[src/stra_ram.sv]
// ----------------------------------------------------------------------------
// stra_ram
// Generic single write port, single read port RAM with registered read data.
// Read data holds while the read enable is low.
// ----------------------------------------------------------------------------
module stra_ram #(
	parameter int WIDTH  = 8,
	parameter int DEPTH  = 16,
	localparam int ADDR_W = (DEPTH > 1) ? $clog2(DEPTH) : 1
) (
	input  logic              clk,
	input  logic              we,
	input  logic [ADDR_W-1:0] waddr,
	input  logic [WIDTH-1:0]  wdata,
	input  logic              re,
	input  logic [ADDR_W-1:0] raddr,
	output logic [WIDTH-1:0]  rdata
);

	logic [WIDTH-1:0] mem_q [DEPTH];

	always_ff @(posedge clk) begin
		if (we) begin
			mem_q[waddr] <= wdata;
		end
	end

	always_ff @(posedge clk) begin
		if (re) begin
			rdata <= mem_q[raddr];
		end
	end

endmodule

[config.mk]
export PLATFORM = sky130hd
export DESIGN_NAME = stra_ram
export DESIGN_NICKNAME = d
export VERILOG_FILES = /design/src/stra_ram.sv
export SDC_FILE = /design/constraint.sdc
export NUM_CORES = 1
export LEC_CHECK = 0
export BUFFER_PORTS_ARGS = -buffer_cell sky130_fd_sc_hd__buf_2
export CELL_PAD_IN_SITES_DETAIL_PLACEMENT = 1
export CELL_PAD_IN_SITES_GLOBAL_PLACEMENT = 1
export CORE_AREA = 2 2 103 105
export DETAILED_ROUTE_END_ITERATION = 7
export DIE_AREA = 0 0 105 107
export PLACE_DENSITY_LB_ADDON = 0.12
export SYNTH_ARGS = -nofsm -noshare
export SYNTH_HDL_FRONTEND = slang
export SYNTH_SLANG_ARGS = --single-unit
[constraint.sdc]
create_clock -name clk -period 2.1 [get_ports clk]
set_input_delay 0.105 -clock clk [delete_from_list [all_inputs] [get_ports clk]]
set_output_delay 0.105 -clock clk [all_outputs]
set_load 0.02 [all_outputs]
### Word level (Yosys, flattened, before mapping)

Memories as Yosys holds them, arrays and structs flattened. A register that Yosys moved wholly into a read port is not among the register bits.
Cells that the tools add are included.

| word-level totals | value |
|---|---|
| output and inout port bits | 8 |
| word-level logic and storage cells | 3 |
| bits of input ports | 19 |
| latch bits | 0 |
| ROM bits | 0 |
| RAM bits | 128 |
| bits in registers | 0 |
| memories | 1 |

Memories:

| name | depth | width | read ports | clocked after memory_dff | wr ports | line | source |
|---|---|---|---|---|---|---|---|
| mem_q | 16 | 8 | 1 | 1 | 1 | 20 | `logic [WIDTH-1:0] mem_q [DEPTH];` |

| cells by class | value |
|---|---|
| multiplexer cells | 2 |
| reduce and logical (&&, ||, !) cells | 0 |
| magnitude comparators | 0 |
| add/subtract/negate cells | 0 |
| bitwise gates (word level) | 0 |
| equal/unequal tests | 0 |
| shift-type cells | 0 |
| divide/modulo/power cells | 0 |
| multiply operators | 0 |

Operator list:

| operator | count |
|---|---|
| $mux 1 | 2 |

### Logic depth before layout (Yosys ltp)

| depth | value |
|---|---|
| depth after elaboration | 2 |
| depth in mapped cells | 5 |
| mapped depth without buffers | 3 |

### Worst setup path after synthesis

OpenSTA, ideal clock, no wires.

| path | value |
|---|---|
| path kind | input-to-reg |
| start point | input waddr[2] |
| end point | memory mem_q[0][0], enable pin |
| library setup time | 0.383 ns |
| path buffers | 0 |
| slack | 0.502 ns |
| data required time | 1.717 ns |
| stages on the path | 2 |
| arrival time | 1.215 ns |
| cells stage by stage | or3b_2 -> nor3_1 |

RTL lines:

| item | line | source |
|---|---|---|
| start: declaration | 13 | `input logic [ADDR_W-1:0] waddr,` |
| end: declaration | 20 |  |

No word-level cell before the write port.

==> metrics.yaml <==
cts_buffers: 17
dpl.hpwl_um: 6687
end_kind: "flip-flop"
die_y_um: 107
vias: 2572
worstPathRequired_ns: 2.36
clk_latency_ns: 0.52
clkTransAtPathRegs_ns: 0.06
tightest_slew_ns: 0.4227
hp-start: "waddr[0]"
ys_ff_latch: 136
hold_violations: 0
cts_setup_buffers: 0
drt-total-wl_um: 11050
setup_viol: 0
antennaDiodeCount: 0
ctsHtreeMaxLevel: 4
grt_max_degree: 33
synth_nets: 248
maxSlewHeadroom: 0.7182
finalClockSkew_ns: 0.006564
path_max_fanout: 1
routedWlPerCell_um: 25.06
synth-edff-count: 136
ys.flop_type: "edfxtp_1"
syn_inst: 229
cp_data_arrival_time_ns: 1.80
slew_viol_final: 0
crit_type: "flip-flop to flip-flop"
die_w_um: 105
async_reset_ff_frac: 0
post-place-ws_ns: 0.3177
dieArea_sq_um: 11240
ys_types: 18
grt_pass1_vias: 2739
maxCapViolCount: 0
outcome: "completed"
setup.worst_path.start: "mem_q[1][1]$_DFFE_PP_"
drt_iter0_drc: 191
track_usage: 0.2172
min_period_over_period: 0.7320
start_util: 0.5180
grt_antenna_before_repair: 0
gp_congestion: 0.6691
drive_above_1_share: 0.2951
avgSynthCellArea_sq_um: 22.83
power_density_nw_per_um2: 1006
yosysWarnings: 0
root_buffer: "clkbuf_8"
hp-class: "primary input to flip-flop"
p_leak_nw: 2.144
fin_ws_ns: 0.5628
area_delta_synth_final_pct: 20.25
grt_pass1_wl_um: 16890
critPathLaunchType: "flip-flop"
coreArea_sq_um: 10090
cts_tree: "yes"
ioPinCount: 27
period_needed_ns: 1.537
cts_num_sinks: 136
first_pass_iters: 5
seq_area_frac_synth: 0.7812
r2r_start: "mem_q[1][1]$_DFFE_PP_"
portBuffers: 26
drc: 0
cts-resized-gates: 0
clock_path_buffers: 2
num_rows: 37
final.setup.tns_ns: 0
via_per_inst: 5.832
ant_nets: 0
grt_overflow: 0
vdd_drop_max_mv: 0.5647
nNetsFinal: 312
rsz0062_at_grt: "no"
synth_area_sq_um: 5228
fmax_mhz: 650.5
[power by group]
part           total (mW)  switching, mW  internal [mW]  leakage [nW]
clock network        2.93           1.04           1.90         0.281
registers            3.08         0.0198           3.06          1.24
logic               0.308          0.177          0.132         0.626
total                6.32           1.23           5.09          2.14
[metrics by stage]
stage	utilization	hold WS, ns	power, mW	instance area (sq um)	instances
floorplan	-	0.2039	3.298	5228	229
global placement	0.5565	0.4939	3.423	5617	401
detailed placement	0.5565	0.4876	3.435	5617	401
CTS	0.6229	0.1354	6.359	6286	441
global route	0.6229	0.1493	6.490	6286	441
finish	0.6229	0.1454	6.323	6286	441
[Yosys cell counts, types with 2 or more instances]
| master | number | area share |
|---|---|---|
| nand2b_1 | 2 | 0.0024 |
| mux4_2 | 18 | 0.078 |
| edfxtp_1 | 136 | 0.78 |
| buf_2 | 3 | 0.0029 |
| nor2_1 | 13 | 0.0093 |
| clkdlybuf4s25_2 | 3 | 0.0057 |
| mux4_1 | 14 | 0.070 |
| nand3b_1 | 2 | 0.0029 |
| nand2_1 | 9 | 0.0065 |
| a22oi_1 | 16 | 0.023 |
| buf_6 | 3 | 0.0065 |
| nor3_1 | 4 | 0.0038 |
[timing repair]
action	CTS	global route
hold buffers	9	0
setup endpoints to repair	0	0
hold endpoints to repair	136	0
[final timing paths]
kind                                               to  slack [ns]  cells past startpoint
worst min register to register     rdata[2]$_DFFE_PP_        0.77                      3
worst max register to register     rdata[1]$_DFFE_PP_        0.56                      3
worst max-delay path               rdata[1]$_DFFE_PP_        0.56                      3
worst min-delay path            mem_q[0][0]$_DFFE_PP_        0.15                      3
[placed cells by master (no fill, tap or decap), types with 3 or more instances in the layout]
cell type      instances
a22oi_1               16
dlygate4sd3_1          9
buf_2                 26
edfxtp_1             136
mux4_2                18
buf_4                 18
mux4_1                14
nand2_1                9
bufinv_16              4
nor3_1                 4
clkinv_1               4
clkbuf_16             16
clkinv_2               3
nor2_1                13
[cell families after synthesis]
| group | count (synthesis) | share of synthesized area |
|---|---|---|
| flops | 136 | 0.7812 |
| buf+inv | 10 | 0.01651 |
| mux | 32 | 0.1479 |
| simple gates | 35 | 0.03136 |
| compound gates | 16 | 0.02298 |
[critical path: stages (launching register included)]
cell and delay [ns]:
edfxtp_1 0.37, mux4_1 0.51, a22oi_1 0.29, nand2_1 0.11
[routing by layer]
metal | vias up | wire length, um | global-route usage
met4 | 0 | 199 | 0.08667
met2 | 84 | 5574 | 0.3469
met1 | 1360 | 4675 | 0.2943
met3 | 18 | 603 | 0.04924
li1 | 1110 | - | -
met5 | - | 0 | 0
[cell type report]
cell class	count	area, sq um
fillers	878	3806
multi-input cells	83	1057
well taps	136	170.2
flip-flops and latches	136	4084
clock inverters	12	157.7
repair buffers	55	395.4
clock buffers	19	421.7
[sequential cells by signal, summed over array words and instances, names as in the netlist]
name and cells:
rdata 8, mem_q 128
Note: power is estimated with default switching activity, not from simulation.
