===== src/stra_pkg.sv =====
// ----------------------------------------------------------------------------
// stra_pkg
// Shared types and constants of the sign trend rate adapter: word formats,
// per-entry state, pipeline stage contents and configuration register codes.
// ----------------------------------------------------------------------------
package stra_pkg;

	localparam int NUM_WEIGHTS = 1024;
	localparam int ADDR_W      = (NUM_WEIGHTS > 1) ? $clog2(NUM_WEIGHTS) : 1;

	localparam int INDEX_W  = 10;
	localparam int WEIGHT_W = 32;
	localparam int RATE_W   = 32;
	localparam int TREND_W  = 8;
	localparam int COEFF_W  = 16;
	localparam int PROD_W   = RATE_W + COEFF_W;

	localparam int CFG_IDX_W  = 3;
	localparam int CFG_DATA_W = 32;

	localparam logic signed [TREND_W-1:0] TREND_MAX = 8'sd127;
	localparam logic signed [TREND_W-1:0] TREND_MIN = -8'sd127;

	localparam logic [RATE_W-1:0]  START_RATE_RST   = 32'h0100_0000;
	localparam logic [RATE_W-1:0]  MIN_RATE_RST     = 32'h0000_0000;
	localparam logic [RATE_W-1:0]  MAX_RATE_RST     = 32'hFFFF_FFFF;
	localparam logic [COEFF_W-1:0] GROW_COEFF_RST   = 16'h0000;
	localparam logic [COEFF_W-1:0] SHRINK_COEFF_RST = 16'h0000;

	typedef enum logic {
		REQ_LOAD  = 1'b0,
		REQ_ADAPT = 1'b1
	} stra_kind_t;

	typedef enum logic [1:0] {
		SCALE_NONE,
		SCALE_GROW,
		SCALE_SHRINK
	} stra_scale_t;

	typedef enum logic [CFG_IDX_W-1:0] {
		CFG_START_RATE,
		CFG_MIN_RATE,
		CFG_MAX_RATE,
		CFG_GROW_COEFF,
		CFG_SHRINK_COEFF
	} stra_cfg_idx_t;

	typedef struct packed {
		logic                       req_type;
		logic [INDEX_W-1:0]         elem_index;
		logic signed [WEIGHT_W-1:0] weight_value;
	} stra_req_t;

	typedef struct packed {
		logic [INDEX_W-1:0]        out_index;
		logic [RATE_W-1:0]         new_rate;
		logic signed [TREND_W-1:0] run_count;
	} stra_rsp_t;

	typedef struct packed {
		logic [RATE_W-1:0]  start_rate;
		logic [RATE_W-1:0]  min_rate;
		logic [RATE_W-1:0]  max_rate;
		logic [COEFF_W-1:0] grow_coeff;
		logic [COEFF_W-1:0] shrink_coeff;
	} stra_cfg_t;

	typedef struct packed {
		logic signed [WEIGHT_W-1:0] weight;
		logic signed [TREND_W-1:0]  trend;
		logic [RATE_W-1:0]          rate;
	} stra_entry_t;

	localparam int ENTRY_W = $bits(stra_entry_t);

	// Pending or just-written entry update, used for write-back and bypass
	typedef struct packed {
		logic               hit;
		logic [INDEX_W-1:0] idx;
		stra_entry_t        entry;
	} stra_fwd_t;

	typedef struct packed {
		logic               req_type;
		logic               in_range;
		logic [INDEX_W-1:0] idx;
		stra_entry_t        entry;
		stra_scale_t        scale;
		logic [COEFF_W-1:0] coeff;
	} stra_s2_t;

	typedef struct packed {
		logic               req_type;
		logic               in_range;
		logic [INDEX_W-1:0] idx;
		stra_entry_t        entry;
		stra_scale_t        scale;
		logic [PROD_W-1:0]  prod;
	} stra_s3_t;

endpackage


===== src/stra_cfg.sv =====
// ----------------------------------------------------------------------------
// stra_cfg
// Configuration register file: start rate, clamp bounds and the grow and
// shrink coefficients. Writes to unknown indexes are dropped.
// ----------------------------------------------------------------------------
module stra_cfg (
	input  logic                             clk,
	input  logic                             arst_n,
	input  logic                             cfg_valid,
	output logic                             cfg_ready,
	input  logic [stra_pkg::CFG_IDX_W-1:0]   cfg_index,
	input  logic [stra_pkg::CFG_DATA_W-1:0]  cfg_data,
	output stra_pkg::stra_cfg_t              cfg
);
	import stra_pkg::*;

	stra_cfg_t cfg_q;

	assign cfg_ready = 1'b1;
	assign cfg       = cfg_q;

	always_ff @(posedge clk or negedge arst_n) begin
		if (!arst_n) begin
			cfg_q.start_rate   <= START_RATE_RST;
			cfg_q.min_rate     <= MIN_RATE_RST;
			cfg_q.max_rate     <= MAX_RATE_RST;
			cfg_q.grow_coeff   <= GROW_COEFF_RST;
			cfg_q.shrink_coeff <= SHRINK_COEFF_RST;
		end else if (cfg_valid && cfg_ready) begin
			case (stra_cfg_idx_t'(cfg_index))
				CFG_START_RATE: begin
					cfg_q.start_rate <= cfg_data[RATE_W-1:0];
				end
				CFG_MIN_RATE: begin
					cfg_q.min_rate <= cfg_data[RATE_W-1:0];
				end
				CFG_MAX_RATE: begin
					cfg_q.max_rate <= cfg_data[RATE_W-1:0];
				end
				CFG_GROW_COEFF: begin
					cfg_q.grow_coeff <= cfg_data[COEFF_W-1:0];
				end
				CFG_SHRINK_COEFF: begin
					cfg_q.shrink_coeff <= cfg_data[COEFF_W-1:0];
				end
				default: begin
				end
			endcase
		end
	end

endmodule


===== config.mk =====
export PLATFORM = sky130hd
export DESIGN_NAME = stra_cfg
export DESIGN_NICKNAME = d
export VERILOG_FILES = /design/src/stra_pkg.sv /design/src/stra_cfg.sv
export SDC_FILE = /design/constraint.sdc
export NUM_CORES = 1
export LEC_CHECK = 0
export BUFFER_PORTS_ARGS = -buffer_cell sky130_fd_sc_hd__buf_2
export CORE_MARGIN = 1.5
export CORE_UTILIZATION = 30
export DETAILED_ROUTE_END_ITERATION = 8
export RECOVER_POWER = 25
export SYNTH_ARGS = -nofsm -noshare
export SYNTH_HDL_FRONTEND = slang
export SYNTH_SLANG_ARGS = --single-unit

===== constraint.sdc =====
create_clock -name clk -period 1.7 [get_ports clk]
set_input_delay 0.255 -clock clk [delete_from_list [all_inputs] [get_ports clk]]
set_output_delay 0.255 -clock clk [all_outputs]
set_load 0.005 [all_outputs]

Word level (Yosys, flattened, before mapping)

Cells that the tools add are included.

Word-level logic and storage cells: 15
Register bits: 128
Output and inout bits: 129
Bits of input ports: 38

Reductions and logical operators: 6
Equal/unequal tests: 4

Operator list:

| cell                                                | number |
|---|---|
| AND reduction 2 bit                                 | 5 |
| equality test 3 x 2 -> 1 bit, second input constant | 2 |
| equality test 3 x 1 -> 1 bit, second input constant | 1 |
| equality test 3 bit, second input constant          | 1 |
| zero test 3 bit                                     | 1 |

Depth between registers and ports, before layout

Depth in word-level cells: 2
Gate-level depth with buffers: 4
Mapped depth without buffers: 2

Worst setup path before layout

OpenSTA, ideal clock, no wires.

Path kind: input port to flip-flop
Start point: input port cfg_index[0] (netlist name)
End point: register cfg_q (netlist bit cfg[119])
Cell stages on the path: 3
Setup time: 0.125 ns
Arrival time: 1.182 ns
Slack: 0.393 ns
Path buffers: 1
Data required time: 1.575 ns
Path through: nor4b_4 buf_6 mux2_4

Cells in the longest elaborated chain, start to end: 2

Ends and longest elaborated chain:

| what                          | line           | text |
|---|---|---|
| from (decl)                   | stra_cfg.sv:11 | `input logic [stra_pkg::CFG_IDX_W-1:0] cfg_index,` |
| zero test 3 bit               | stra_cfg.sv:30 | `case (stra_cfg_idx_t'(cfg_index))` |
| AND reduction 2 bit (no line) | --             |  |
| to (decl)                     | stra_cfg.sv:17 | `stra_cfg_t cfg_q;` |

No other way between the ends.
A chain may end at the register's enable or synchronous reset.

Worst setup path in the final report

Start point: register cfg_q (netlist bit cfg[120])
End point: output port cfg[120] (netlist name)

RTL lines:

| what      | line           | text |
|---|---|---|
| to (decl) | stra_cfg.sv:13 | `output stra_pkg::stra_cfg_t cfg` |

No word-level cell between the ends.

==> impl_results.md <==
- Outcome: completed
- Primary FF master, synth: dfrtp_1
- TritonCTS Buffers: 17
- TritonCTS clock tree: done
- Antenna violations before repair: 0
- I/O Pins: around 170
- Post-synth top area share: 0.4816
- Final setup vio count: 0
- Clk_lat worst skew: 410 ps
- Die Y: around 130 um
- Worst Path Arrival: approximately 1100 ps
- Post-route insts no fill: just under 700
- DR pass1 iterations: 4
- Vias in the first global route: between 3,000 and 4,000
- Clk pin slew, worst setup/hold paths: approximately 60 ps
- Area occupied by multi-input gates: 1597 um2
- Hold buffer count at CTS: 1
- Synth unique cells: 12
- Cell family with most CP delay: flip-flops
- Crit path launch type: flip-flop
- GRT overflow: 0
- Max Clk Rate: approximately 0.76 GHz
- CP max stage cell: dfstp_2
- Worst Setup SP: cfg[120]
- Ant diodes: 0
- Crit-path max FO: 2
- Sequential cell area: 3244 um2
- Cell accounting for the most synthesized area: dfrtp_1
- Top cells by count, synth: dfrtp_1 (95), mux2_1 (65), mux2_2 (53)
- Final Net Count: roughly 490
- Final HPWL DP: 7533 um
- Max Clock Skew: 0 ps
- Post-Syn Area: around 4900 um2
- Comb pwr share: 0.169
- Vias per cell: between 4 and 5
- Endpoint class of the critical path: output port
- Worst path cell trace: buf_2
- Total Neg Setup Slack: 0 ps
- Largest net degree at the start of global routing: 71
- Worst r2r dst: cfg[86]
- Core Util, Final: 0.4180
- Drt wl/cell: 16.26 um
- Cts repair resizes: 0
- Req. time, crit path: 1440 ps
- CP peak stage delay: 540 ps
- ANT nets after route: 0
- TritonCTS Sinks: 128
- Share of cells above drive strength 1: 0.6517
- Net Sw Frac: 0.2427
- Final worst-path cycle share: 0.7744
- Synth Instances: ~280
- Die Width: ~130 um
- Vias after detailed routing: about 3,000
- Pins Over Slew Limit: 0
- Hold WC Path Type: input port to flip-flop
- Cell count after placement: around 650
- Max reg flops: 128
- Starting Density: 0.3085
- Switching power: approximately 0.0023 W
- Post-CTS Setup Bufs: 0
- Min Tclk post-route: ~1300 ps
- Syn Nets: between 300 and 400
- Initial DRC count: between 60 and 70
- Internal power: a little over 0.007 W
- All-Layer GR Usage: 0.1384
- Seq pwr share: 0.437
- Yosys reg bits: about 130
- Drt total wl: approximately 11,000 um
- Startpoint of the worst hold path: cfg_data[18]
- Core Region: between 15,000 and 20,000 um2
- Maximum VDD drop: about 0.00062 V
- Most numerous cell in the Yosys netlist: dfrtp_1
- Placer Congestion: between 0.7 and 0.8
- Flop2flop setup slack: ~900 ps
- Clk pwr share: 0.393
- Clk buf depth: 2
- Row cnt: 46
- Max-cap violations: 0
- Crit. path cell count: 1
- Port bufs: around 170
- Final setup margin: approximately 380 ps
- Final Hold Vio Count: 0
- Fillers: approximately 1,500
- Die area: 17,230 um2
- CP endpoint: cfg[120]
- Slew margin rel.: 0.3766
- Pwr per Cell Area: 1428 nW/um2
- H-Tree Depth: 4
- RSZ-0062 raised after global routing: no
- CP Class: flip-flop to output port
- Post-synth EDFFs: 0
- Worst-Margin Slew: around 940 ps
- CP Buf/Inv Count: 1
- Synth area leaders: dfrtp_1 (48%), dfstp_2 (18%), mux2_1 (15%), mux2_2 (12%), mux2_4 (3.0%)
- R2R cell count: 1
- Area Growth Syn to Fin: 35.49%
- Drt drc: 0
- Static Leak: approximately 3.1 nW
- Ys async rst share: 1.000
- Syn_area_per_cell: approximately 18 um2
- Sequential area share after synthesis: 0.6573
- Critical R2R Launch: cfg[86]
- Synth warnings: 0
- Setup WS pre-CTS: 110.4 ps
- First-pass GRT wire length: about 18,000 um
- Root Buffer: clkbuf_16
==> final cells by class <==
type	instances	share of cell area
Clock buffer	17	0.06361
Clock inverter	15	0.02900
Multi-Input combinational cell	134	0.2387
Sequential cell	128	0.4851
Tap cell	216	0.04041
Timing Repair Buffer	174	0.1431
==> stage by stage <==
step,hold WS (ps),instance area [um2],power [W]
after detailed placement,299.6,6087,0.005889
after global routing,68.23,6688,0.01006
final,86.27,6688,0.009548
after global placement,301.6,6087,0.005821
after floorplan,-40.59,4936,0.004867
after CTS,56.40,6716,0.009735
==> worst min path at each step <==
stage                     to  slack, ps  depth (start not counted)
global route         cfg[82]         70                          2
CTS                  cfg[82]         60                          2
detailed placement   cfg[86]        300                          2
finish               cfg[82]         90                          2
global placement    cfg[117]        300                          2
floorplan             cfg[0]        -40                          0
==> per-layer routing <==
metal	share of wire	global-route usage	vias up
li1	-	-	1347
met1	0.44	0.1742	1528
met2	0.48	0.2163	115
met3	0.062	0.04552	20
met4	0.020	0.06358	0
met5	0	0	-
==> power groups by stage <==
stage	registers (W)	clock network [W]	logic, W
2_1_floorplan	0.00426	0	0.000606
3_3_place_gp	0.00420	0	0.00162
3_5_place_dp	0.00423	0	0.00166
4_1_cts	0.00419	0.00388	0.00167
5_1_grt	0.00428	0.00401	0.00177
6_report	0.00418	0.00376	0.00162
==> cells in the final DEF (no fill, tap or decap) <==
master and n:
clkbuf_16 17, dlygate4sd3_1 1, mux2_4 10, clkinvlp_4 3, clkbuf_1 1, mux2_2 53, nor4b_4 1, dfrtp_1 95
buf_2 164, buf_4 1, mux2_1 65, clkinv_4 3, buf_12 5, nor4bb_4 3, dfstp_2 33, conb_1 1
clkbuf_4 2, nand4b_2 1, clkinv_2 5, bufinv_16 4
==> cells by family after synthesis <==
kind of cell / Yosys count / share of synthesized area
AND/OR/NAND/NOR: 5 / 0.01394
flip-flops: 128 / 0.6573
other: 1 / 0.0007597
buffers and inverters: 15 / 0.02839
multiplexers: 128 / 0.2996
No activity file was read; power rests on OpenSTA's default activity.
