**config.mk**
```make
export PLATFORM = sky130hd
export DESIGN_NAME = stra_rate
export DESIGN_NICKNAME = d
export VERILOG_FILES = /design/src/stra_pkg.sv /design/src/stra_rate.sv
export SDC_FILE = /design/constraint.sdc
export NUM_CORES = 2
export LEC_CHECK = 0
export ABC_AREA = 1
export BUFFER_PORTS_ARGS = -buffer_cell sky130_fd_sc_hd__buf_2
export CAP_MARGIN = 10
export CELL_PAD_IN_SITES_DETAIL_PLACEMENT = 1
export CELL_PAD_IN_SITES_GLOBAL_PLACEMENT = 1
export CORE_ASPECT_RATIO = 1.25
export CORE_MARGIN = 1
export CORE_UTILIZATION = 43
export CTS_CLUSTER_DIAMETER = 50
export DETAILED_ROUTE_END_ITERATION = 12
export PLACE_DENSITY = 0.82
export SLEW_MARGIN = 15
export SYNTH_ARGS = -nofsm -noshare
export SYNTH_HDL_FRONTEND = slang
export SYNTH_SLANG_ARGS = --single-unit
```
**constraint.sdc**
```tcl
create_clock -name clk -period 9.84 [get_ports clk]
set_input_delay 1.968 -clock clk [delete_from_list [all_inputs] [get_ports clk]]
set_output_delay 1.968 -clock clk [all_outputs]
set_load 0.02 [all_outputs]
```
**src/stra_pkg.sv**
```systemverilog
// ----------------------------------------------------------------------------
// stra_pkg
// Shared types and constants of the sign trend rate adapter: word formats,
// per-entry state, pipeline stage contents and configuration register codes.
// ----------------------------------------------------------------------------
package stra_pkg;

	localparam int NUM_WEIGHTS = 1024;
	localparam int ADDR_W      = (NUM_WEIGHTS > 1) ? $clog2(NUM_WEIGHTS) : 1;

	localparam int INDEX_W  = 10;
	localparam int WEIGHT_W = 32;
	localparam int RATE_W   = 32;
	localparam int TREND_W  = 8;
	localparam int COEFF_W  = 16;
	localparam int PROD_W   = RATE_W + COEFF_W;

	localparam int CFG_IDX_W  = 3;
	localparam int CFG_DATA_W = 32;

	localparam logic signed [TREND_W-1:0] TREND_MAX = 8'sd127;
	localparam logic signed [TREND_W-1:0] TREND_MIN = -8'sd127;

	localparam logic [RATE_W-1:0]  START_RATE_RST   = 32'h0100_0000;
	localparam logic [RATE_W-1:0]  MIN_RATE_RST     = 32'h0000_0000;
	localparam logic [RATE_W-1:0]  MAX_RATE_RST     = 32'hFFFF_FFFF;
	localparam logic [COEFF_W-1:0] GROW_COEFF_RST   = 16'h0000;
	localparam logic [COEFF_W-1:0] SHRINK_COEFF_RST = 16'h0000;

	typedef enum logic {
		REQ_LOAD  = 1'b0,
		REQ_ADAPT = 1'b1
	} stra_kind_t;

	typedef enum logic [1:0] {
		SCALE_NONE,
		SCALE_GROW,
		SCALE_SHRINK
	} stra_scale_t;

	typedef enum logic [CFG_IDX_W-1:0] {
		CFG_START_RATE,
		CFG_MIN_RATE,
		CFG_MAX_RATE,
		CFG_GROW_COEFF,
		CFG_SHRINK_COEFF
	} stra_cfg_idx_t;

	typedef struct packed {
		logic                       req_type;
		logic [INDEX_W-1:0]         elem_index;
		logic signed [WEIGHT_W-1:0] weight_value;
	} stra_req_t;

	typedef struct packed {
		logic [INDEX_W-1:0]        out_index;
		logic [RATE_W-1:0]         new_rate;
		logic signed [TREND_W-1:0] run_count;
	} stra_rsp_t;

	typedef struct packed {
		logic [RATE_W-1:0]  start_rate;
		logic [RATE_W-1:0]  min_rate;
		logic [RATE_W-1:0]  max_rate;
		logic [COEFF_W-1:0] grow_coeff;
		logic [COEFF_W-1:0] shrink_coeff;
	} stra_cfg_t;

	typedef struct packed {
		logic signed [WEIGHT_W-1:0] weight;
		logic signed [TREND_W-1:0]  trend;
		logic [RATE_W-1:0]          rate;
	} stra_entry_t;

	localparam int ENTRY_W = $bits(stra_entry_t);

	// Pending or just-written entry update, used for write-back and bypass
	typedef struct packed {
		logic               hit;
		logic [INDEX_W-1:0] idx;
		stra_entry_t        entry;
	} stra_fwd_t;

	typedef struct packed {
		logic               req_type;
		logic               in_range;
		logic [INDEX_W-1:0] idx;
		stra_entry_t        entry;
		stra_scale_t        scale;
		logic [COEFF_W-1:0] coeff;
	} stra_s2_t;

	typedef struct packed {
		logic               req_type;
		logic               in_range;
		logic [INDEX_W-1:0] idx;
		stra_entry_t        entry;
		stra_scale_t        scale;
		logic [PROD_W-1:0]  prod;
	} stra_s3_t;

endpackage

```
**src/stra_rate.sv**
```systemverilog
// ----------------------------------------------------------------------------
// stra_rate
// Stage two multiplies the rate by the chosen coefficient; stage three adds
// or subtracts the scaled term, saturates, clamps and forms the result word.
// ----------------------------------------------------------------------------
module stra_rate (
	input  logic                clk,
	input  logic                arst_n,
	input  logic                adv,
	input  logic                valid_s2,
	input  stra_pkg::stra_s2_t  s2,
	input  stra_pkg::stra_cfg_t cfg,
	output logic                valid_s3,
	output stra_pkg::stra_rsp_t res,
	output stra_pkg::stra_fwd_t wr
);
	import stra_pkg::*;

	logic [PROD_W-1:0] prod_c;
	stra_s3_t          s3;
	logic [RATE_W-1:0] term;
	logic [RATE_W:0]   sum;
	logic [RATE_W-1:0] grown;
	logic [RATE_W-1:0] shrunk;
	logic [RATE_W-1:0] scaled;
	logic [RATE_W-1:0] clamped;
	logic [RATE_W-1:0] final_rate;

	assign prod_c = PROD_W'(s2.entry.rate) * PROD_W'(s2.coeff);

	always_ff @(posedge clk or negedge arst_n) begin
		if (!arst_n) begin
			valid_s3 <= 1'b0;
		end else if (adv) begin
			valid_s3 <= valid_s2;
		end
	end

	always_ff @(posedge clk) begin
		if (adv && valid_s2) begin
			s3.req_type <= s2.req_type;
			s3.in_range <= s2.in_range;
			s3.idx      <= s2.idx;
			s3.entry    <= s2.entry;
			s3.scale    <= s2.scale;
			s3.prod     <= prod_c;
		end
	end

	// Floor of rate*coeff in Q8.24
	assign term   = s3.prod[PROD_W-1:COEFF_W];
	assign sum    = {1'b0, s3.entry.rate} + {1'b0, term};
	assign grown  = sum[RATE_W] ? '1 : sum[RATE_W-1:0];
	// coeff is below one, so this cannot wrap
	assign shrunk = s3.entry.rate - term;

	always_comb begin
		case (s3.scale)
			SCALE_GROW:   scaled = grown;
			SCALE_SHRINK: scaled = shrunk;
			default:      scaled = s3.entry.rate;
		endcase
	end

	// Lower bound first: with inverted bounds, a rate below min_rate gives min_rate, any other max_rate
	always_comb begin
		if (scaled < cfg.min_rate) begin
			clamped = cfg.min_rate;
		end else if (scaled > cfg.max_rate) begin
			clamped = cfg.max_rate;
		end else begin
			clamped = scaled;
		end
	end

	assign final_rate = (s3.req_type == REQ_LOAD) ? s3.entry.rate : clamped;

	always_comb begin
		res.out_index = s3.idx;
		res.new_rate  = s3.in_range ? final_rate : '0;
		res.run_count = s3.in_range ? s3.entry.trend : '0;

		wr.hit          = valid_s3 && s3.in_range;
		wr.idx          = s3.idx;
		wr.entry.weight = s3.entry.weight;
		wr.entry.trend  = s3.entry.trend;
		wr.entry.rate   = final_rate;
	end

endmodule

```
==> Yosys cells after proc, flatten, opt, wreduce, memory -nomap -nowiden <==
Cells that the tools add are included.
{ "word_totals": {"reg_bits": 135, "input_bits": 234, "output_inout_bits": 134, "wordCells": 25} }
{ "op_classes": {"n_addsub": 2, "mul": 1, "order_cmp": 2, "n_eq_ne": 2, "muxes": 7, "n_reduce_logical": 2} }
{ "ops": {"columns": ["cell", "count"], "rows": [
  ["32-bit 2-to-1 mux", 5],
  ["32-bit one-hot mux with 2 select lines", 1],
  ["32-bit by 16-bit multiplier with 48-bit output", 1],
  ["32-bit by 32-bit adder with 33-bit output", 1],
  ["32-bit greater-than comparator", 1],
  ["32-bit < comparator", 1],
  ["32-bit subtractor", 1],
  ["8-bit 2-to-1 mux", 1],
  ["2-bit by 1-bit == test with 1-bit output (second input constant)", 1],
  ["2-bit == test (second input constant)", 1],
  ["1-bit logical AND", 2]
]} }

==> Depth between registers and ports, before layout <==
{ "logic_depth": {"depth_word": 8, "depth_mapped": 36, "depth_no_buf": 36} }

==> Least setup slack after synthesis <==
No wires, ideal clock.
{ "synth_path": {"kind": "input port to flip-flop", "from": "input s2[29] (netlist name)", "to": "register s3[43] (netlist name) (data pin)", "setup_time_ps": 265, "t_arrival_ps": 7478, "t_required_ps": 9575, "setup_slack_ps": 2097, "stages": 27, "n_path_buf": 2, "path_cell_list": "clkbuf_1 -> clkbuf_1 -> nand2_1 -> fa_1 -> fa_1 -> fa_1 -> inv_1 -> fa_1 -> fa_1 -> inv_1 -> fa_1 -> inv_1 -> ha_1 -> nand2_1 -> nor2_1 -> nand2_1 -> o211ai_1 -> o21bai_1 -> nand2_1 -> nand2_1 -> inv_1 -> o21ai_0 -> a21oi_1 -> o21ai_0 -> nand3_1 -> o211ai_1 -> xor2_1"} }
{ "synth_via": {"elab_chain_len": 1} }
{ "synth_lines": {"columns": ["element", "line", "rtl"], "rows": [
  ["start: declaration", "stra_rate.sv:11", "input stra_pkg::stra_s2_t s2,"],
  ["32-bit by 16-bit multiplier with 48-bit output", "stra_rate.sv:29", "assign prod_c = PROD_W'(s2.entry.rate) * PROD_W'(s2.coeff);"],
  ["via prod_c[43]", "stra_rate.sv:19", "logic [PROD_W-1:0] prod_c;"],
  ["end: declaration", "stra_rate.sv:20", "stra_s3_t s3;"]
]} }
The timed path passes the listed nets, and every way through them passes these cells.
A chain may end at the register's enable or synchronous reset.

==> flow_metrics.py <==
metrics = {
    "status": {
        "outcome": "complete, no violations",
    },
    "cts": {
        "cts_resized": 0,
        "cts.sinks": 119,
        "htreeDepth": 4,
        "cts_tree": "done",
        "numCtsBuffers": 17,
        "holdBufCountCts": 0,
        "cts-root-buf": "clkbuf_16",
        "clk_pin_slew_worst_paths_ps": 70,
        "cts_buffer_depth": 2,
        "clkLatencyLatePin_ps": 440,
        "post_cts_buffers": 0,
    },
    "detailed_routing": {
        "wl_per_cell_um": 19.5,
        "first_pass_iters": 5,
        "drtIter0Drc": 1099,
        "vias_per_cell": 5.21,
        "drc_errors": 0,
        "vias": 24643,
        "routed_wl_um": 92400,
        "antenna_left": 0,
    },
    "placement": {
        "portBuffers": 303,
        "place.gp.congestion": 0.918,
        "dpl.hpwl_um": 76000,
    },
    "sta": {
        "period_share": 0.944,
        "drv_slew": 0,
        "setup_viol": 0,
        "fin_crit_ps": 9290,
        "finalSetupTns_ps": 0,
        "finClkSkew_ps": 0,
        "clock.fmax_mhz": 108,
        "rsz0062_at_grt": "no",
        "worst_slew_pin_slew_ps": 1080,
        "slew_headroom": 0.278,
        "hold_viol_final": 0,
    },
    "worst_setup_path": {
        "crit_path_max_fanout": 17,
        "crit_top_cell": "nand2_1",
        "crit_type": "reg -> out",
        "cpPeakStageDelay_ps": 660,
        "endpoint_kind": "primary output",
        "slowest_stage": "nor4_1",
        "worstSetupStartpointType": "register",
        "arrival_ps": 7320,
        "crit_required_ps": 7870,
    },
    "synth": {
        "ys_types": 53,
        "async_reset_ff_frac": 0.00840,
        "synthTopCellsByArea": "fa_1, inv_1, edfxtp_1",
        "synth_edf_count": 118,
        "yosysTopAreaCellShare": 0.301,
        "ys_ff_latch": 119,
        "ys_top_cells_by_count": "inv_1, nand2_1, fa_1, ha_1",
        "syn_nets": 4654,
        "yosysSeqAreaShare": 0.128,
        "syn_area_per_cell_um2": 7.42,
        "syn_inst": 3756,
        "syn_area_um2": 27900,
        "yosysTopAreaCell": "fa_1",
        "yosysMostFrequentCell": "inv_1",
        "synth-main-ff-cell": "edfxtp_1",
        "ys.warnings.count": 0,
    },
    "global_route": {
        "first_global_vias": 27666,
        "overflow": 0,
        "grt_antenna_before_repair": 0,
        "grt_pass1_wl_um": 147000,
        "grt_max_degree": 71,
        "grt_use_total": 0.285,
    },
    "die": {
        "die_height_um": 287,
        "die_area_um2": 65800,
        "chipWidth_um": 230,
        "io_pins": 368,
        "coreArea_um2": 63700,
        "rows": 103,
        "initial_core_util": 0.438,
    },
    "layout": {
        "n_antenna_cell": 0,
        "nFillCells": 8144,
        "drive_above_1_share": 0.108,
        "nNetsFinal": 4773,
        "area_growth_pct": 7.87,
    },
    "job": {
        "maxCapViolCount": 0,
    },
    "worst_hold_path": {
        "hold_path_class": "reg -> reg",
    },
}
metal layers:
layer / GRT usage / share of wire / vias up
met5: 0 / 0 / -
met4: 0.0958 / 0.031 / 0
met3: 0.0240 / 0.039 / 158
met2: 0.541 / 0.53 / 664
met1: 0.335 / 0.40 / 12463
li1: - / - / 11358
through the flow:
step	utilization	area, um2	hold WS, ps	std cells	worst slack [ps]
2_1_floorplan	-	27900	617	3756	2100
4_1_cts	0.472	30000	612	4728	563
5_1_grt	0.472	30000	642	4728	249
6_report	0.472	30000	606	4728	553
3_3_place_gp	0.462	29400	567	4696	950
3_5_place_dp	0.462	29400	602	4696	767
worst paths after layout:
path	start	endpoint	slack (ps)	depth (start not counted)
min in group asynchronous	arst_n	valid_s3$_DFFE_PN0P_	1290	1
worst min-delay path	valid_s3$_DFFE_PN0P_	valid_s3$_DFFE_PN0P_	610	2
worst max-delay path	s3[50]$_DFFE_PP_	res[30]	550	35
worst max register to register	valid_s3$_DFFE_PN0P_	valid_s3$_DFFE_PN0P_	9140	2
worst min register to register	valid_s3$_DFFE_PN0P_	valid_s3$_DFFE_PN0P_	610	2
max in group asynchronous	arst_n	valid_s3$_DFFE_PN0P_	8470	1
critical path, delay by kind of cell (launching register included):
| family | cells | cell delay [ps] |
|---|---|---|
| buffers and inverters | 7 | 1180 |
| AND/OR/NAND/NOR | 21 | 3000 |
| flip-flops | 1 | 440 |
| adder cells (fa/ha/maj) | 3 | 890 |
| AO/OA/AOI/OAI | 4 | 1360 |
flip-flops by register name, summed over array words and instances (netlist names):
| signal | flops |
|---|---|
| valid_s3 | 1 |
| res | 10 |
| s3 | 68 |
| wr | 40 |
final cells by class:
| cell class | count | area (um2) | area share |
|---|---|---|---|
| flip-flops and latches | 119 | 3570 | 0.119 |
| well taps | 840 | 1050 | 0.0350 |
| clock buffers | 17 | 425 | 0.0142 |
| multi-input cells | 2431 | 19400 | 0.647 |
| inverters | 979 | 3680 | 0.122 |
| clock inverters | 15 | 179 | 0.00595 |
| repair buffers | 327 | 1700 | 0.0565 |
layout by cell type (no fill, tap or decap), types with 4 or more instances in the layout:
cell type,netlist,final
buf_4,68,24
inv_6,0,5
a211oi_1,6,6
nand2_2,8,8
nor2_1,181,181
nand4_1,14,14
nand2_1,910,910
o21a_1,16,16
xnor2_1,15,15
o221ai_1,6,6
inv_2,16,16
fa_1,419,419
inv_1,961,960
o21ai_0,145,145
a21oi_1,181,180
nor4_1,4,4
nand3_1,140,140
a31oi_1,10,10
buf_2,14,303
edfxtp_1,118,118
o211ai_1,6,6
a21o_1,5,5
ha_1,245,245
xor2_1,37,37
o21bai_1,13,13
clkbuf_16,0,17
nor3_1,15,15
a21boi_0,6,6
or2_2,24,24
kinds of logic after synthesis:
family,synth area share
simple gates,0.190
buf+inv,0.174
fa+ha+maj,0.411
compound gates,0.0810
flops,0.128
xor+xnor,0.0164
Power is not shown: default switching activity piles up to over one toggle a cycle in this logic, so the estimate is an artifact.
