## src/stra_pkg.sv

```systemverilog
// ----------------------------------------------------------------------------
// stra_pkg
// Shared types and constants of the sign trend rate adapter: word formats,
// per-entry state, pipeline stage contents and configuration register codes.
// ----------------------------------------------------------------------------
package stra_pkg;

	localparam int NUM_WEIGHTS = 1024;
	localparam int ADDR_W      = (NUM_WEIGHTS > 1) ? $clog2(NUM_WEIGHTS) : 1;

	localparam int INDEX_W  = 10;
	localparam int WEIGHT_W = 32;
	localparam int RATE_W   = 32;
	localparam int TREND_W  = 8;
	localparam int COEFF_W  = 16;
	localparam int PROD_W   = RATE_W + COEFF_W;

	localparam int CFG_IDX_W  = 3;
	localparam int CFG_DATA_W = 32;

	localparam logic signed [TREND_W-1:0] TREND_MAX = 8'sd127;
	localparam logic signed [TREND_W-1:0] TREND_MIN = -8'sd127;

	localparam logic [RATE_W-1:0]  START_RATE_RST   = 32'h0100_0000;
	localparam logic [RATE_W-1:0]  MIN_RATE_RST     = 32'h0000_0000;
	localparam logic [RATE_W-1:0]  MAX_RATE_RST     = 32'hFFFF_FFFF;
	localparam logic [COEFF_W-1:0] GROW_COEFF_RST   = 16'h0000;
	localparam logic [COEFF_W-1:0] SHRINK_COEFF_RST = 16'h0000;

	typedef enum logic {
		REQ_LOAD  = 1'b0,
		REQ_ADAPT = 1'b1
	} stra_kind_t;

	typedef enum logic [1:0] {
		SCALE_NONE,
		SCALE_GROW,
		SCALE_SHRINK
	} stra_scale_t;

	typedef enum logic [CFG_IDX_W-1:0] {
		CFG_START_RATE,
		CFG_MIN_RATE,
		CFG_MAX_RATE,
		CFG_GROW_COEFF,
		CFG_SHRINK_COEFF
	} stra_cfg_idx_t;

	typedef struct packed {
		logic                       req_type;
		logic [INDEX_W-1:0]         elem_index;
		logic signed [WEIGHT_W-1:0] weight_value;
	} stra_req_t;

	typedef struct packed {
		logic [INDEX_W-1:0]        out_index;
		logic [RATE_W-1:0]         new_rate;
		logic signed [TREND_W-1:0] run_count;
	} stra_rsp_t;

	typedef struct packed {
		logic [RATE_W-1:0]  start_rate;
		logic [RATE_W-1:0]  min_rate;
		logic [RATE_W-1:0]  max_rate;
		logic [COEFF_W-1:0] grow_coeff;
		logic [COEFF_W-1:0] shrink_coeff;
	} stra_cfg_t;

	typedef struct packed {
		logic signed [WEIGHT_W-1:0] weight;
		logic signed [TREND_W-1:0]  trend;
		logic [RATE_W-1:0]          rate;
	} stra_entry_t;

	localparam int ENTRY_W = $bits(stra_entry_t);

	// Pending or just-written entry update, used for write-back and bypass
	typedef struct packed {
		logic               hit;
		logic [INDEX_W-1:0] idx;
		stra_entry_t        entry;
	} stra_fwd_t;

	typedef struct packed {
		logic               req_type;
		logic               in_range;
		logic [INDEX_W-1:0] idx;
		stra_entry_t        entry;
		stra_scale_t        scale;
		logic [COEFF_W-1:0] coeff;
	} stra_s2_t;

	typedef struct packed {
		logic               req_type;
		logic               in_range;
		logic [INDEX_W-1:0] idx;
		stra_entry_t        entry;
		stra_scale_t        scale;
		logic [PROD_W-1:0]  prod;
	} stra_s3_t;

endpackage

```

## src/stra_trend.sv

```systemverilog
// ----------------------------------------------------------------------------
// stra_trend
// Stage one: pick the freshest copy of the entry, compare weights, update
// the run counter and choose grow, shrink or no scaling. Registers stage two.
// ----------------------------------------------------------------------------
module stra_trend (
	input  logic                  clk,
	input  logic                  arst_n,
	input  logic                  adv,
	input  logic                  valid_s1,
	input  stra_pkg::stra_req_t   req_s1,
	input  stra_pkg::stra_entry_t rd_entry,
	input  stra_pkg::stra_fwd_t   fwd_s3,
	input  stra_pkg::stra_fwd_t   fwd_wb,
	input  stra_pkg::stra_cfg_t   cfg,
	output logic                  valid_s2,
	output stra_pkg::stra_s2_t    s2
);
	import stra_pkg::*;

	stra_entry_t               cur;
	logic                      in_range;
	logic signed [TREND_W-1:0] new_trend;
	stra_scale_t               scale;
	stra_s2_t                  nxt;

	assign in_range = (32'(req_s1.elem_index) < NUM_WEIGHTS);

	// Newer pending update wins over the last write, which wins over the RAM
	always_comb begin
		cur = rd_entry;
		if (fwd_s3.hit && (fwd_s3.idx == req_s1.elem_index)) begin
			cur = fwd_s3.entry;
		end else if (fwd_wb.hit && (fwd_wb.idx == req_s1.elem_index)) begin
			cur = fwd_wb.entry;
		end
	end

	always_comb begin
		if (req_s1.weight_value > cur.weight) begin
			new_trend = (cur.trend > 8'sd0)
				? ((cur.trend < TREND_MAX) ? cur.trend + 8'sd1 : TREND_MAX)
				: 8'sd1;
		end else if (req_s1.weight_value < cur.weight) begin
			new_trend = (cur.trend < 8'sd0)
				? ((cur.trend > TREND_MIN) ? cur.trend - 8'sd1 : TREND_MIN)
				: -8'sd1;
		end else begin
			new_trend = 8'sd0;
		end
	end

	always_comb begin
		if (((cur.trend > 8'sd0) && (new_trend > 8'sd0)) ||
		    ((cur.trend < 8'sd0) && (new_trend < 8'sd0))) begin
			scale = SCALE_GROW;
		end else if (((cur.trend > 8'sd0) && (new_trend < 8'sd0)) ||
		             ((cur.trend < 8'sd0) && (new_trend > 8'sd0))) begin
			scale = SCALE_SHRINK;
		end else begin
			scale = SCALE_NONE;
		end
	end

	always_comb begin
		nxt.req_type     = req_s1.req_type;
		nxt.in_range     = in_range;
		nxt.idx          = req_s1.elem_index;
		nxt.entry.weight = req_s1.weight_value;
		if (req_s1.req_type == REQ_ADAPT) begin
			nxt.entry.trend = new_trend;
			nxt.entry.rate  = cur.rate;
			nxt.scale       = scale;
		end else begin
			nxt.entry.trend = 8'sd0;
			nxt.entry.rate  = cfg.start_rate;
			nxt.scale       = SCALE_NONE;
		end
		case (nxt.scale)
			SCALE_GROW:   nxt.coeff = cfg.grow_coeff;
			SCALE_SHRINK: nxt.coeff = cfg.shrink_coeff;
			default:      nxt.coeff = '0;
		endcase
	end

	always_ff @(posedge clk or negedge arst_n) begin
		if (!arst_n) begin
			valid_s2 <= 1'b0;
		end else if (adv) begin
			valid_s2 <= valid_s1;
		end
	end

	always_ff @(posedge clk) begin
		if (adv && valid_s1) begin
			s2 <= nxt;
		end
	end

endmodule

```

## config.mk

```make
export PLATFORM = sky130hd
export DESIGN_NAME = stra_trend
export DESIGN_NICKNAME = d
export VERILOG_FILES = /design/src/stra_pkg.sv /design/src/stra_trend.sv
export SDC_FILE = /design/constraint.sdc
export NUM_CORES = 1
export LEC_CHECK = 0
export BUFFER_PORTS_ARGS = -buffer_cell sky130_fd_sc_hd__clkbuf_2
export CAP_MARGIN = 20
export CORE_AREA = 5 5 196 198
export DETAILED_ROUTE_END_ITERATION = 8
export DIE_AREA = 0 0 201 203
export PLACE_DENSITY = 0.44
export SYNTH_ARGS = -nofsm -noshare
export SYNTH_HDL_FRONTEND = slang
export SYNTH_SLANG_ARGS = --single-unit
```

## constraint.sdc

```tcl
create_clock -name clk -period 1.4 [get_ports clk]
set_input_delay 0.14 -clock clk [delete_from_list [all_inputs] [get_ports clk]]
set_output_delay 0.14 -clock clk [all_outputs]
set_load 0.01 [all_outputs]
```

Word level (Yosys, flattened, before mapping)
Index checks and enable logic that the tools add are counted.

Bits in registers: 102. Output and inout bits: 103. Logic and storage cells: 43. Input bits: 413.

Add/subtract/negate cells: 2. Order comparisons: 8. Multiplexer cells: 12. Reductions and logical operators: 9. Eq/ne operators: 4.

Operator list (number): $mux 72 (2); $mux 8 (6); $mux 34 (1); $gt 32x32->1 (1); $lt 32x32->1 (1); $pmux 16 s2 (1); $eq 10x10->1 (2); $gt 8x1->1 const B (2); $lt 8x1->1 const B (2); $add 8x2->8 const B (1); $gt 8x8->1 const B (1); $lt 8x8->1 const B (1); $sub 8x2->8 const B (1); $logic_and 1x1->1 (7); $mux 2 (2); $eq 2x1->1 const B (1); $eq 2x2->1 const B (1); $logic_or 1x1->1 (2).

Longest topological paths before layout
Depth in word-level cells: 17. Mapped depth: 24. Gate-level depth less buffers: 18.

Worst setup path after synthesis
Ideal clock, no wire load.

Kind: in2reg. From: input req_s1[33] in the netlist's numbering. To: register s2[17] in the netlist's numbering (data pin). Slack: -3.925 ns. Data required time: 1.143 ns. Setup time: 0.257 ns. Data arrival time: 5.068 ns. Buffers on the path: 6. Stages: 23. Cell sequence: xor2_1 or4b_1 buf_6 nor3_1 buf_1 buf_1 mux2i_1 nor2_1 a21oi_1 ha_1 a21o_1 a21o_1 a211oi_1 a21boi_0 o32ai_1 clkbuf_1 o21ai_0 o21ai_1 buf_2 buf_2 nor2_1 a22oi_1 nor2_1.

RTL lines: from (decl) (RTL line stra_trend.sv:11) `input stra_pkg::stra_req_t req_s1,`; to (signal assigned) (RTL line stra_trend.sv:96) `s2 <= nxt;`; to (decl) (RTL line stra_trend.sv:17) `output stra_pkg::stra_s2_t s2`.

==> summary.log <==
INFO  outcome        status=finished, violations left
INFO  outcome        violations=setup timing
INFO  timing         worst_pin_slew=578ps
INFO  timing         clock-skew-final=0ps
INFO  setup_path     max_stage_delay=560ps
INFO  synthesis      synth-edff-count=101
INFO  clock_tree     cts_buffer_depth=2
INFO  setup_path     critical-path-top-delay-family=simple AND/OR/NAND/NOR gates
INFO  synthesis      yosys.area_share.xor_xnor=3.11%
INFO  place          globalplace.congestion=0.835
INFO  die            initial_core_util=20.2%
INFO  setup_path     cp.required=1510ps
INFO  die            core-area=36300µm²
INFO  synthesis      post_synth_fa_ha_maj_area_fraction=6.14%
INFO  timing         grt_setup_unrepaired=yes
INFO  timing         slew_headroom=61.2%
INFO  clock_tree     ctsHtreeMaxLevel=3
INFO  synthesis      synth_top_family_by_area=compound AO/OA/AOI/OAI gates
INFO  global_routing grt_pass1_wl=50.4mm
INFO  power_and_ir_drop powerDensity=750nW/µm²
INFO  detailed_routing vias=8138
INFO  synthesis      post_synth_mux_area_share=13.8%
INFO  synthesis      async_reset_ff_share=0.980%
INFO  timing         timing.final.max_slew_violations=0
INFO  setup_path     worst_ep_arrival_time=4690ps
INFO  timing         fin_setup_tns=-107160ps
INFO  detailed_routing detail_route.vias_per_cell=4.52
INFO  flow_run       timing.max_cap.violations=0
INFO  global_routing global_route.usage.met1=18.5%
INFO  global_routing groute.layer.met2.usage=28.6%
INFO  synthesis      synth_simple_gate_area_share=14.0%
INFO  power_and_ir_drop p_leak=5.32nW
INFO  synthesis      synth_fp_nets=1191
INFO  global_routing grt_max_degree=66
INFO  clock_tree     cts_tree=yes
INFO  layout         final_common_cell=sky130_fd_sc_hd__clkbuf_2
INFO  setup_path     worstPathCellList=buf_8, xor2_2, or4b_4, nor3_4, buf_12, buf_12, buf_4, mux2i_1, nor2_1, a21oi_1, ha_1, nand4_1, nor4_2, buf_4, a21boi_4, o32ai_4, buf_4, nor3_2, a211oi_2, or3_4, buf_6, buf_8, a32oi_1, o22ai_1
INFO  global_routing global_route.peak_usage_layer=met2
INFO  global_routing grt_util_all_layers=16.0%
INFO  clock_tree     cts_buffers=9
INFO  power_and_ir_drop irDropWorstVdd=0.558mV
INFO  synthesis      synth.distinct_cells=58
INFO  clock_tree     cts_root_buf=sky130_fd_sc_hd__clkbuf_16
INFO  die            die_w=201µm
INFO  die            io_pins=516
INFO  place          detailedPlacementHpwl=27.1mm
INFO  global_routing grt_overflow_total=0
INFO  clock_tree     path_clk_slew=80ps
INFO  setup_path     worst-setup-path-type=primary input to flop
INFO  synthesis      ff_latch_count_synth=102
INFO  timing         final-setup-viol-count=58
INFO  synthesis      synth_cells=742
INFO  worst_hold_path timing.hold.worst.class=primary input to flop
INFO  synthesis      synth_compound_area_share=17.3%
INFO  layout         final_cell_mix=sky130_fd_sc_hd__clkbuf_2, sky130_fd_sc_hd__buf_4, sky130_fd_sc_hd__edfxtp_1
INFO  timing         finalWorstPathRequiredPeriod=4580ps
INFO  power_and_ir_drop total_power_of_the_final_layout=9.21mW
INFO  layout         antennaDiodeCount=0
INFO  layout         area_growth=67.3%
INFO  setup_path     crit_buf_inv=8
INFO  synthesis      synth_warnings=0
INFO  synthesis      sequential_fraction_of_the_synthesis_area=41.7%
INFO  global_routing use_met3=5.32%
INFO  setup_path     worst_path_max_delay_cell=sky130_fd_sc_hd__or4b_4
INFO  die            floorplan.die_area=40800µm²
INFO  detailed_routing drt_iter0_drc=419
INFO  detailed_routing average_wire_length_per_cell_after_detail_routing=19.0µm
INFO  clock_tree     number_of_sinks_handled_by_clock_tree_synthesis=102
INFO  die            fp.dieH=203µm
INFO  detailed_routing drt.antenna.violating_nets=0
INFO  timing         finalWorstSetupSlack=-3180ps
INFO  global_routing number_of_global_route_vias_before_repair=8536
INFO  synthesis      synth-main-ff-cell=sky130_fd_sc_hd__edfxtp_1
INFO  setup_path     timing.critical_path.mode_cell=sky130_fd_sc_hd__buf_4
INFO  detailed_routing drt_first_pass_iters=5
INFO  clock_tree     clk-insertion-delay-late=370ps
INFO  setup_path     worstSetupStartpointType=primary input
INFO  synthesis      synth.avg_cell_area=9.88µm²
INFO  detailed_routing remaining_drc_errors=0
INFO  layout         final_layout_size_suffix_gt1_share=54.1%
INFO  die            num_rows=70
INFO  timing         finalHoldViolCount=0
INFO  synthesis      post_synth_design_cell_area=7330µm²
INFO  setup_path     critical_path.max_fanout=14
INFO  detailed_routing postRouteWirelength=34.2mm
INFO  global_routing antenna_found_initial=1
INFO  timing         maxClockFrequency=218MHz
INFO  timing         layout_worst_path_cycle_share=327%
INFO  layout         num-nets-final=1776
INFO  setup_path     worstSetupEndpointType=flop
INFO  place          portBuffers=450
==> path summary, 6_finish.rpt <==
check | start | end | slack (ps) | cells past startpoint
setup / recovery | req_s1[37] | s2[14] | -3180 | 24
hold reg to reg | valid_s2 | valid_s2 | 520 | 1
max in group asynchronous | arst_n | valid_s2 | 1220 | 2
hold / removal | adv | valid_s2 | 40 | 2
setup reg to reg | valid_s2 | valid_s2 | 650 | 1
min in group asynchronous | arst_n | valid_s2 | 100 | 2
==> cell type report <==
cell class	instances	area [µm²]
Clock buffer	11	243
Clock inverter	5	42.5
Timing Repair Buffer	631	3980
Inverter	5	18.8
Sequential cell	102	3060
Fill cell	3808	24100
Multi-Input combinational cell	578	4350
Tap cell	468	586
==> cells by family (layout without fill, tap and decap cells) <==
logic type	after synthesis	after routing
simple gates	227	227
compound gates	191	191
flops	102	102
mux	97	97
buf+inv	62	652
fa+ha+maj	36	36
xor+xnor	26	26
other cells	1	1
==> routing by layer <==
metal  up-vias  routed length [µm]
met3        33                2490
met5         -                   8
met1      3778               14000
met2       315               17200
met4         2                 498
li1       4010                   -
==> Yosys cell counts, types with 8 or more instances <==
master                     instances  area [µm²]
sky130_fd_sc_hd__edfxtp_1        101        3030
sky130_fd_sc_hd__a21oi_1          51         255
sky130_fd_sc_hd__nor4_1            9        56.3
sky130_fd_sc_hd__nand3_1          10        50.1
sky130_fd_sc_hd__mux2_2           33         372
sky130_fd_sc_hd__o21ai_0          41         205
sky130_fd_sc_hd__clkbuf_1         34         128
sky130_fd_sc_hd__nand2_1          78         293
sky130_fd_sc_hd__o22ai_1          16         100
sky130_fd_sc_hd__buf_1            11        41.3
sky130_fd_sc_hd__a32oi_1          32         280
sky130_fd_sc_hd__nor3_1            8        40.0
sky130_fd_sc_hd__nand4_1          19         119
sky130_fd_sc_hd__o31ai_1           8        60.1
sky130_fd_sc_hd__mux2i_1          64         641
sky130_fd_sc_hd__nor2_1           77         289
sky130_fd_sc_hd__xnor2_1          21         184
sky130_fd_sc_hd__ha_1             36         450
==> where the power goes <==
group / leakage [nW] / switching [mW] / internal, mW
sequential: 0.941 / 0.0791 / 3.63
clock: 0.137 / 1.34 / 1.28
combinational: 4.24 / 1.42 / 1.45
total: 5.32 / 2.84 / 6.36
==> registers in the layout, summed over array words and instances (netlist names) <==
| name | count |
|---|---|
| valid_s2 | 1 |
| s2 | 101 |
==> timing repair <==
action,4_1_cts,5_1_grt
hold buffers,18,1
endpoints found under the hold margin,18,1
buffers inserted,22,5
gates cloned,4,1
setup endpoints to repair,58,58
pin swaps,17,9
gates resized for setup,55,33
==> through the flow <==
| step | hold slack, ps | setup slack [ps] | utilization [%] | instance area, µm² | instances |
|---|---|---|---|---|---|
| after floorplan | -156 | -3040 | - | 7440 | 742 |
| after global placement | -83.6 | -3670 | 30.7 | 11100 | 1738 |
| after detailed placement | -83.3 | -3730 | 30.7 | 11100 | 1738 |
| after CTS | 2.46 | -3160 | 33.3 | 12100 | 1795 |
| after global routing | 13.5 | -3410 | 33.8 | 12300 | 1800 |
| final | 37.0 | -3180 | 33.8 | 12300 | 1800 |
Note: power is estimated with default switching activity, not from simulation.
